==> src/rtl/core/two_phase_task_dispatcher_unit_defines.svh <==
// Assertion helpers for the task dispatcher.
// All checks are sampled on clk and are off while rst is high.
`ifndef TWO_PHASE_TASK_DISPATCHER_UNIT_DEFINES_SVH
`define TWO_PHASE_TASK_DISPATCHER_UNIT_DEFINES_SVH

// Same-cycle implication.
`define TPD_ASSERT_NOW(label, ante, cons, msg) \
  label: assert property (@(posedge clk) disable iff (rst) (ante) |-> (cons)) \
    else $error(msg);

// Next-cycle implication.
`define TPD_ASSERT_NXT(label, ante, cons, msg) \
  label: assert property (@(posedge clk) disable iff (rst) (ante) |=> (cons)) \
    else $error(msg);

`endif

==> src/rtl/core/tpd_pkg.sv <==
package tpd_pkg;

  // Field and register widths
  localparam int MAP_CNT_W  = 7;
  localparam int RED_CNT_W  = 5;
  localparam int CFG_W      = 7;
  localparam int IDX_IN_W   = 6;
  localparam int TYPE_W     = 2;

  // Largest counts the registers can express
  localparam int MAP_CNT_MAX = 2 ** MAP_CNT_W - 1;
  localparam int RED_CNT_MAX = 2 ** RED_CNT_W - 1;

  // Free-task search is split into groups of this many entries
  localparam int GRP_SIZE = 16;
  localparam int LOC_W    = $clog2(GRP_SIZE);

  // Register indexes
  localparam logic REG_MAP_COUNT    = 1'b0;
  localparam logic REG_REDUCE_COUNT = 1'b1;

  // Request kinds
  localparam logic KIND_ASK    = 1'b0;
  localparam logic KIND_SUBMIT = 1'b1;

  // Task types on a submit
  localparam logic TT_MAP    = 1'b0;
  localparam logic TT_REDUCE = 1'b1;

  // Grant types
  localparam logic [TYPE_W-1:0] GT_NONE   = 2'd0;
  localparam logic [TYPE_W-1:0] GT_MAP    = 2'd1;
  localparam logic [TYPE_W-1:0] GT_REDUCE = 2'd2;

  // Commands from the controller to the datapath
  typedef struct packed {
    logic capture;  // latch request and first search stage
    logic commit;   // finish search, update state, load result
  } dp_cmd_t;

endpackage

==> src/rtl/core/tpd_ctrl.sv <==
module tpd_ctrl (
  input  logic              clk,
  input  logic              rst,
  input  logic              in_valid,
  output logic              in_ready,
  output logic              out_valid,
  input  logic              out_ready,
  output tpd_pkg::dp_cmd_t  cmd
);

  typedef enum logic [1:0] {
    ST_IDLE = 2'b01,
    ST_EXEC = 2'b10
  } state_t;

  state_t state, state_next;
  logic   out_vld;

  // Handshake decode
  assign in_ready    = (state == ST_IDLE);
  assign cmd.capture = in_valid && in_ready;
  assign cmd.commit  = (state == ST_EXEC) && (!out_vld || out_ready);
  assign out_valid   = out_vld;

  always_comb begin
    state_next = state;
    unique case (state)
      ST_IDLE: begin
        if (cmd.capture) state_next = ST_EXEC;
      end
      ST_EXEC: begin
        if (cmd.commit) state_next = ST_IDLE;
      end
      default: state_next = ST_IDLE;
    endcase
  end

  // State and result-valid flag
  always_ff @(posedge clk) begin
    if (rst) begin
      state   <= ST_IDLE;
      out_vld <= 1'b0;
    end else begin
      state <= state_next;
      if (cmd.commit) begin
        out_vld <= 1'b1;
      end else if (out_ready) begin
        out_vld <= 1'b0;
      end
    end
  end

endmodule

==> src/rtl/core/tpd_dp.sv <==
`include "two_phase_task_dispatcher_unit_defines.svh"

module tpd_dp #(
  parameter int MAX_MAP_TASKS    = 64,
  parameter int MAX_REDUCE_TASKS = 16
) (
  input  logic                           clk,
  input  logic                           rst,
  input  tpd_pkg::dp_cmd_t               cmd,
  input  logic                           cfg_we,
  input  logic                           cfg_addr,
  input  logic [tpd_pkg::CFG_W-1:0]      cfg_wdata,
  input  logic                           in_kind,
  input  logic                           in_type,
  input  logic [tpd_pkg::IDX_IN_W-1:0]   in_idx,
  output logic                           grant_valid,
  output logic [tpd_pkg::TYPE_W-1:0]     grant_type,
  output logic [tpd_pkg::IDX_IN_W-1:0]   grant_index,
  output logic                           submit_ok,
  output logic                           all_done
);

  // Only entries below the largest programmable count are reachable
  localparam int MAP_DEPTH = (MAX_MAP_TASKS < tpd_pkg::MAP_CNT_MAX) ?
                             MAX_MAP_TASKS : tpd_pkg::MAP_CNT_MAX;
  localparam int RED_DEPTH = (MAX_REDUCE_TASKS < tpd_pkg::RED_CNT_MAX) ?
                             MAX_REDUCE_TASKS : tpd_pkg::RED_CNT_MAX;
  localparam int SCAN_W    = (MAP_DEPTH > RED_DEPTH) ? MAP_DEPTH : RED_DEPTH;
  localparam int NGRP      = (SCAN_W + tpd_pkg::GRP_SIZE - 1) / tpd_pkg::GRP_SIZE;
  localparam int SCAN_PAD  = NGRP * tpd_pkg::GRP_SIZE;
  localparam int IDX_W     = $clog2(SCAN_PAD);
  localparam int MW        = tpd_pkg::MAP_CNT_W;
  localparam int RW        = tpd_pkg::RED_CNT_W;
  localparam int LW        = tpd_pkg::LOC_W;

  // Configuration
  logic [MW-1:0] map_cnt;
  logic [RW-1:0] red_cnt;

  // Task state
  logic [MAP_DEPTH-1:0] map_asg, map_done;
  logic [RED_DEPTH-1:0] red_asg, red_done;
  logic [MW-1:0]        map_total;
  logic [RW-1:0]        red_total;
  logic                 finished;

  // Latched request
  logic                         item_kind;
  logic                         item_type;
  logic [tpd_pkg::IDX_IN_W-1:0] item_idx;

  // First search stage, registered
  logic [NGRP-1:0]               grp_any;
  logic [LW-1:0]                 grp_loc [NGRP];
  logic [tpd_pkg::TYPE_W-1:0]    sc_type;

  // Combinational signals
  logic [MW-1:0]              nm;
  logic [RW-1:0]              nr;
  logic [SCAN_PAD-1:0]        scan_vec;
  logic [tpd_pkg::TYPE_W-1:0] scan_type;
  logic [NGRP-1:0]            grp_any_c;
  logic [LW-1:0]              grp_loc_c [NGRP];
  logic                       hit;
  logic [IDX_W-1:0]           gidx;
  logic                       grant;
  logic [MAP_DEPTH-1:0]       gdec_m, sdec_m;
  logic [RED_DEPTH-1:0]       gdec_r, sdec_r;
  logic                       is_sub, sub_map, sub_red;
  logic [MW-1:0]              map_total_next;
  logic [RW-1:0]              red_total_next;
  logic                       finished_next;

  // Totals clamped to the storage depth
  assign nm = (map_cnt > MW'(MAP_DEPTH)) ? MW'(MAP_DEPTH) : map_cnt;
  assign nr = (red_cnt > RW'(RED_DEPTH)) ? RW'(RED_DEPTH) : red_cnt;

  // Free vector of the current phase
  always_comb begin
    scan_vec  = '0;
    scan_type = tpd_pkg::GT_NONE;
    if (map_total < nm) begin
      scan_type = tpd_pkg::GT_MAP;
      for (int i = 0; i < MAP_DEPTH; i++) begin
        scan_vec[i] = !map_asg[i] && !map_done[i] && (i < int'(nm));
      end
    end else if (red_total < nr) begin
      scan_type = tpd_pkg::GT_REDUCE;
      for (int i = 0; i < RED_DEPTH; i++) begin
        scan_vec[i] = !red_asg[i] && !red_done[i] && (i < int'(nr));
      end
    end
  end

  // Per-group find-first
  always_comb begin
    for (int g = 0; g < NGRP; g++) begin
      grp_any_c[g] = |scan_vec[g*tpd_pkg::GRP_SIZE +: tpd_pkg::GRP_SIZE];
      grp_loc_c[g] = '0;
      for (int j = tpd_pkg::GRP_SIZE - 1; j >= 0; j--) begin
        if (scan_vec[g*tpd_pkg::GRP_SIZE + j]) grp_loc_c[g] = LW'(j);
      end
    end
  end

  // Across-group find-first
  always_comb begin
    hit  = 1'b0;
    gidx = '0;
    for (int g = NGRP - 1; g >= 0; g--) begin
      if (grp_any[g]) begin
        hit  = 1'b1;
        gidx = IDX_W'(g * tpd_pkg::GRP_SIZE + int'(grp_loc[g]));
      end
    end
  end

  assign grant  = (item_kind == tpd_pkg::KIND_ASK) && hit;
  assign is_sub = (item_kind == tpd_pkg::KIND_SUBMIT);

  // One-hot decodes of grant and submit positions
  always_comb begin
    for (int i = 0; i < MAP_DEPTH; i++) begin
      gdec_m[i] = (int'(gidx) == i);
      sdec_m[i] = (int'(item_idx) == i);
    end
    for (int i = 0; i < RED_DEPTH; i++) begin
      gdec_r[i] = (int'(gidx) == i);
      sdec_r[i] = (int'(item_idx) == i);
    end
  end

  // Submit checks: in range and not already done
  assign sub_map = is_sub && (item_type == tpd_pkg::TT_MAP) &&
                   (MW'(item_idx) < nm) && !(|(map_done & sdec_m));
  assign sub_red = is_sub && (item_type == tpd_pkg::TT_REDUCE) &&
                   (item_idx < tpd_pkg::IDX_IN_W'(nr)) && !(|(red_done & sdec_r));

  assign map_total_next = map_total + MW'(sub_map);
  assign red_total_next = red_total + RW'(sub_red);
  assign finished_next  = finished ||
                          (is_sub && (map_total_next >= nm) && (red_total_next >= nr));

  // Configuration, task state and counters
  always_ff @(posedge clk) begin
    if (rst) begin
      map_cnt   <= '0;
      red_cnt   <= '0;
      map_asg   <= '0;
      map_done  <= '0;
      red_asg   <= '0;
      red_done  <= '0;
      map_total <= '0;
      red_total <= '0;
      finished  <= 1'b0;
    end else begin
      if (cfg_we) begin
        unique case (cfg_addr)
          tpd_pkg::REG_MAP_COUNT:    map_cnt <= cfg_wdata[MW-1:0];
          tpd_pkg::REG_REDUCE_COUNT: red_cnt <= cfg_wdata[RW-1:0];
          default: ;
        endcase
      end
      if (cmd.commit) begin
        if (grant && (sc_type == tpd_pkg::GT_MAP))    map_asg <= map_asg | gdec_m;
        if (grant && (sc_type == tpd_pkg::GT_REDUCE)) red_asg <= red_asg | gdec_r;
        if (sub_map) begin
          map_done <= map_done | sdec_m;
          map_asg  <= map_asg & ~sdec_m;
        end
        if (sub_red) begin
          red_done <= red_done | sdec_r;
          red_asg  <= red_asg & ~sdec_r;
        end
        map_total <= map_total_next;
        red_total <= red_total_next;
        finished  <= finished_next;
      end
    end
  end

  // Request latch and first search stage
  always_ff @(posedge clk) begin
    if (cmd.capture) begin
      item_kind <= in_kind;
      item_type <= in_type;
      item_idx  <= in_idx;
      grp_any   <= grp_any_c;
      grp_loc   <= grp_loc_c;
      sc_type   <= scan_type;
    end
  end

  // Result register
  always_ff @(posedge clk) begin
    if (cmd.commit) begin
      grant_valid <= grant;
      grant_type  <= grant ? sc_type : tpd_pkg::GT_NONE;
      grant_index <= grant ? tpd_pkg::IDX_IN_W'(gidx) : '0;
      submit_ok   <= sub_map || sub_red;
      all_done    <= finished_next;
    end
  end

  `TPD_ASSERT_NXT(a_finished_sticky, finished, finished, "finished flag dropped")
  `TPD_ASSERT_NOW(a_map_total, 1'b1, $countones(map_done) == int'(map_total), "map count off")
  `TPD_ASSERT_NOW(a_red_total, 1'b1, $countones(red_done) == int'(red_total), "reduce count off")
  `TPD_ASSERT_NOW(a_map_excl, 1'b1, (map_asg & map_done) == '0, "map task assigned and done")
  `TPD_ASSERT_NOW(a_red_excl, 1'b1, (red_asg & red_done) == '0, "reduce task assigned and done")

endmodule

==> src/rtl/core/two_phase_task_dispatcher_unit.sv <==
// On accept a request is latched with the first search stage; its result is then loaded
// into the result register for m_axis, held back while an earlier result still waits there.
// A request is taken only once the last has committed; the free-task search is a two-stage
// tree (groups of 16 entries registered at accept, then across groups) feeding the update.
// The result register lets the next request in while a result waits downstream.
// Reset (synchronous): task bits, counts and flags clear; request and result data do not.
module two_phase_task_dispatcher_unit #(
  parameter int MAX_MAP_TASKS    = 64,
  parameter int MAX_REDUCE_TASKS = 16
) (
  input  logic                      clk,
  input  logic                      rst,
  // Configuration write port
  input  logic                      cfg_we,
  input  logic                      cfg_addr,
  input  logic [tpd_pkg::CFG_W-1:0] cfg_wdata,
  // Request stream
  input  logic                      s_axis_tvalid,
  output logic                      s_axis_tready,
  input  logic [7:0]                s_axis_tdata,  // [5:0] task_index
  input  logic [1:0]                s_axis_tuser,  // [0] kind, [1] task_type
  // Result stream
  output logic                      m_axis_tvalid,
  input  logic                      m_axis_tready,
  output logic [15:0]               m_axis_tdata   // [0] grant_valid, [2:1] grant_type,
                                                   // [8:3] grant_index, [9] submit_ok,
                                                   // [10] all_done
);

  tpd_pkg::dp_cmd_t                  cmd;
  logic                              grant_valid;
  logic [tpd_pkg::TYPE_W-1:0]        grant_type;
  logic [tpd_pkg::IDX_IN_W-1:0]      grant_index;
  logic                              submit_ok;
  logic                              all_done;

  tpd_ctrl u_ctrl (
    .clk       (clk),
    .rst       (rst),
    .in_valid  (s_axis_tvalid),
    .in_ready  (s_axis_tready),
    .out_valid (m_axis_tvalid),
    .out_ready (m_axis_tready),
    .cmd       (cmd)
  );

  tpd_dp #(
    .MAX_MAP_TASKS    (MAX_MAP_TASKS),
    .MAX_REDUCE_TASKS (MAX_REDUCE_TASKS)
  ) u_dp (
    .clk         (clk),
    .rst         (rst),
    .cmd         (cmd),
    .cfg_we      (cfg_we),
    .cfg_addr    (cfg_addr),
    .cfg_wdata   (cfg_wdata),
    .in_kind     (s_axis_tuser[0]),
    .in_type     (s_axis_tuser[1]),
    .in_idx      (s_axis_tdata[5:0]),
    .grant_valid (grant_valid),
    .grant_type  (grant_type),
    .grant_index (grant_index),
    .submit_ok   (submit_ok),
    .all_done    (all_done)
  );

  // Pack result fields, zero fill to 16 bits
  assign m_axis_tdata = {5'b0, all_done, submit_ok, grant_index, grant_type, grant_valid};

endmodule
==> config.mk <==
export PLATFORM = sky130hd
export DESIGN_NAME = two_phase_task_dispatcher_unit
export DESIGN_NICKNAME = d
export VERILOG_FILES = /design/src/rtl/core/tpd_pkg.sv /design/src/rtl/core/tpd_ctrl.sv /design/src/rtl/core/tpd_dp.sv /design/src/rtl/core/two_phase_task_dispatcher_unit.sv
export VERILOG_INCLUDE_DIRS = /design/src /design/src/rtl/core
export SDC_FILE = /design/constraint.sdc
export NUM_CORES = 1
export LEC_CHECK = 0
export BUFFER_PORTS_ARGS = -buffer_cell sky130_fd_sc_hd__buf_2
export CAP_MARGIN = 20
export CORE_MARGIN = 2
export CORE_UTILIZATION = 35
export DETAILED_ROUTE_END_ITERATION = 7
export GPL_TIMING_DRIVEN = 0
export PLACE_DENSITY = 0.63
export SKIP_CTS_REPAIR_TIMING = 1
export SLEW_MARGIN = 20
export SYNTH_ARGS = -nofsm -noshare
export SYNTH_HDL_FRONTEND = slang
export SYNTH_SLANG_ARGS = --single-unit
export TNS_END_PERCENT = 10
==> constraint.sdc <==
create_clock -name clk -period 4.2 [get_ports clk]
set_clock_uncertainty 0.15 [all_clocks]
set_input_delay 0.63 -clock clk [delete_from_list [all_inputs] [get_ports clk]]
set_output_delay 0.63 -clock clk [all_outputs]
set_load 0.01 [all_outputs]
==> results.md <==
* Status: complete, but fails checks
* Failing checks: setup timing
* # port buffers at 32
* Die height at 191.4 um
* Worst EP required at 4.50 ns
* Power per cell area at 389.0 mW/mm^2
* Most frequent cells in the layout: 185 x dfxtp_1, 153 x a21oi_1, 136 x nor2_1, 97 x nand2_1, 62 x inv_1
* Tmin final at 4.527 ns
* Synth warn at 0
* Ys flop type: dfxtp_1
* Worst vdd ir at 289.9 uV
* Vias at 12.66k
* CTS Sinks at 229
* Max Clock Freq at 220.9 MHz
* GR Util All Layers at 30.12%
* CTS clk-pin slew, worst paths at 0.06 ns
* Post-synthesis sequential area ratio at 40.64%
* Combinational power share at 15.8%
* Area growth syn-to-layout at 18.32%
* CP Class: reg2reg
* Final hold violation count at 0
* Detailed placer's ending HPWL at around 43000 um
* Clk Latency, worst-skew pair at 0.56 ns
* Pleak at 5.199 nW
* Nets at 1591
* Switching Fraction at 29.29%
* DRC at 0
* First-pass GRT wire length at ~80000 um
* Arr. time, crit path at 4.83 ns
* Crit. End Element: flop
* Clk root buf: clkbuf_16
* Hold Path Class: in2reg
* Pin count of the biggest net entering global routing at 28
* DRT antenna net count at 0
* Vias in the first global route at 11.44k
* Iteration-0 DRC Markers at 2001
* FF+latch count, synth at 229
* Pre-CTS setup slack at -1.335 ns
* Clk buf depth at 3
* Wirelength, routed at 56060 um
* Finish-stage setup viols at 2
* FF-to-FF path depth at 19
* CTS tree: yes
* Startpoint Class: flop
* PnR worst setup slack at -0.3271 ns
* DIE AREA at 0.03663 sq mm
* Switching Power at about 0.0017 W
* Commonest non-fill, non-tap cell in the layout: dfxtp_1
* Netlist cell types at 79
* Register Area at 0.005001 sq mm
* Fraction of layout instances using a drive strength above 1 at 14.48%
* Wire per inst at 27.89 um
* Setup TNS at -0.6170 ns
* Total gr overflow at 0
* Starting density of the core at between 30% and 40%
* TritonCTS buffer count at 27
* Slew Viols, Final at 0
* Core area at 0.03454 sq mm
* Hold Crit Depth at 1
* Internal power component at 0.004000 W
* Critical path fanouts, max at 10
* Post-Syn Area at 0.01229 sq mm
* Reg power frac at around 41%
* Max-cap violations at 0
* Worst rel slew slack at between 10% and 20%
* Period utilisation layout at 107.8%
* Htree depth at 1
* Clock Power Share at 43.1%
* Post-synth EDFFs at 41
* # rows at 68
* Synth async-reset ratio at 0%
* Multi-input logic area at 0.006844 sq mm
* Syn Inst Count at 1439
* IO Pins at 41
* Worst-margin pin slew at between 1 and 1.5 ns
* Antenna violations before repair at 3
* Initial DRT Pass Iterations at 6
* Die Wd at 191.4 um
* # fillers at 3562
* Unrepaired setup endpoints after global routing: yes
* Vias/cell at 6.299
* Final GP Congestion at 0.9789
* Syn Area/Cell at 8.540 sq um
-- kinds of logic after synthesis --
| family | count (synthesis) | share of synthesized area [%] |
|---|---|---|
| DFF | 229 | 40.64 |
| adders and majority gates | 35 | 3.563 |
| and+or+nand+nor | 501 | 21.03 |
| buffers and inverters | 167 | 6.027 |
| AOI/OAI and AO/OA | 478 | 26.51 |
| muxes | 16 | 1.334 |
| xor gates and xnor gates | 12 | 0.8552 |
| other | 1 | 0.03051 |
-- final timing paths --
path	start	end	slack, ns
hold reg to reg	u_dp.map_done[49]	u_dp.map_done[49]	0.31
setup reg to reg	u_dp.item_idx[4]	u_dp.finished	-0.33
setup / recovery	u_dp.item_idx[4]	u_dp.finished	-0.33
hold / removal	s_axis_tdata[5]	u_dp.item_idx[5]	0.09
-- state kept, by name, summed over array words and instances, names as in the netlist, 5 cells and up --
register / cells
u_dp.map_asg: 64
u_dp.map_done: 64
u_dp.grp_loc: 16
u_dp.red_asg: 16
u_dp.red_done: 16
u_dp.map_cnt: 7
u_dp.map_total: 7
u_dp.grant_index: 6
u_dp.item_idx: 6
u_dp.red_cnt: 5
u_dp.red_total: 5
-- routing by layer --
layer	wire [um]	track usage, %	part of all wire (%)	vias up
met1	23270	41.97	42	6131
met4	2888	13.99	5.2	0
met2	22980	43.25	41	807
met3	6919	7.711	12	161
li1	-	-	-	5561
met5	0	0	0	-
-- power by group through the flow --
stage,Combinational (W),Clock (W),Sequential (W)
2_1_floorplan,0.000493,0,0.00236
3_3_place_gp,0.000796,0,0.00237
3_5_place_dp,0.000805,0,0.00238
4_1_cts,0.000808,0.00245,0.00233
5_1_grt,0.000937,0.00254,0.00233
6_report,0.000896,0.00244,0.00232
-- area by class of cell --
cell class / count / share of cell area, %
inverter: 65 / 1.712
multi-input combinational: 1047 / 47.07
buffer: 101 / 3.907
tap: 455 / 3.915
timing repair buffer: 62 / 2.702
clock inverter: 16 / 1.170
sequential: 229 / 34.39
clock buffer: 34 / 5.111
antenna: 1 / 0.01721
-- Yosys cell counts (34+ instances only) --
library cell	count	share of area (%)
a32o_1	34	2.8
nand2_1	100	3.1
clkbuf_1	59	1.8
edfxtp_1	41	10
nor3_1	39	1.6
nand3_1	52	2.1
inv_1	63	1.9
o21ai_0	58	2.4
ha_1	35	3.6
dfxtp_1	188	31
a21oi_1	156	6.4
a211oi_1	50	3.1
nor2_1	138	4.2
-- stage by stage --
step	cells	utilization (%)	power [W]	area (sq um)	hold slack [ns]
after floorplan	1443	-	0.002851	12390	0.2817
final	2010	42.09	0.005656	14540	0.09196
after global placement	1930	37.98	0.003170	13120	0.2898
after detailed placement	1934	38.17	0.003180	13190	0.3011
after CTS	1984	40.81	0.005581	14100	0.08607
after global routing	2009	42.09	0.005801	14540	0.08964
-- worst max-delay path, stage by stage (launching register included) --
cell	delay (ns)
edfxtp_1	0.62
clkbuf_4	0.34
nand3b_1	0.14
a21oi_1	0.08
or4_4	0.54
or4_4	0.47
nor3_4	0.20
and2_4	0.18
buf_12	0.14
ha_4	0.20
inv_1	0.05
ha_1	0.22
nand2b_4	0.14
a21oi_2	0.18
nor2b_4	0.06
o21ai_2	0.15
a21oi_2	0.07
o31ai_2	0.21
nor2_1	0.07
o21a_1	0.19
Power figures use the tool's default switching activity.
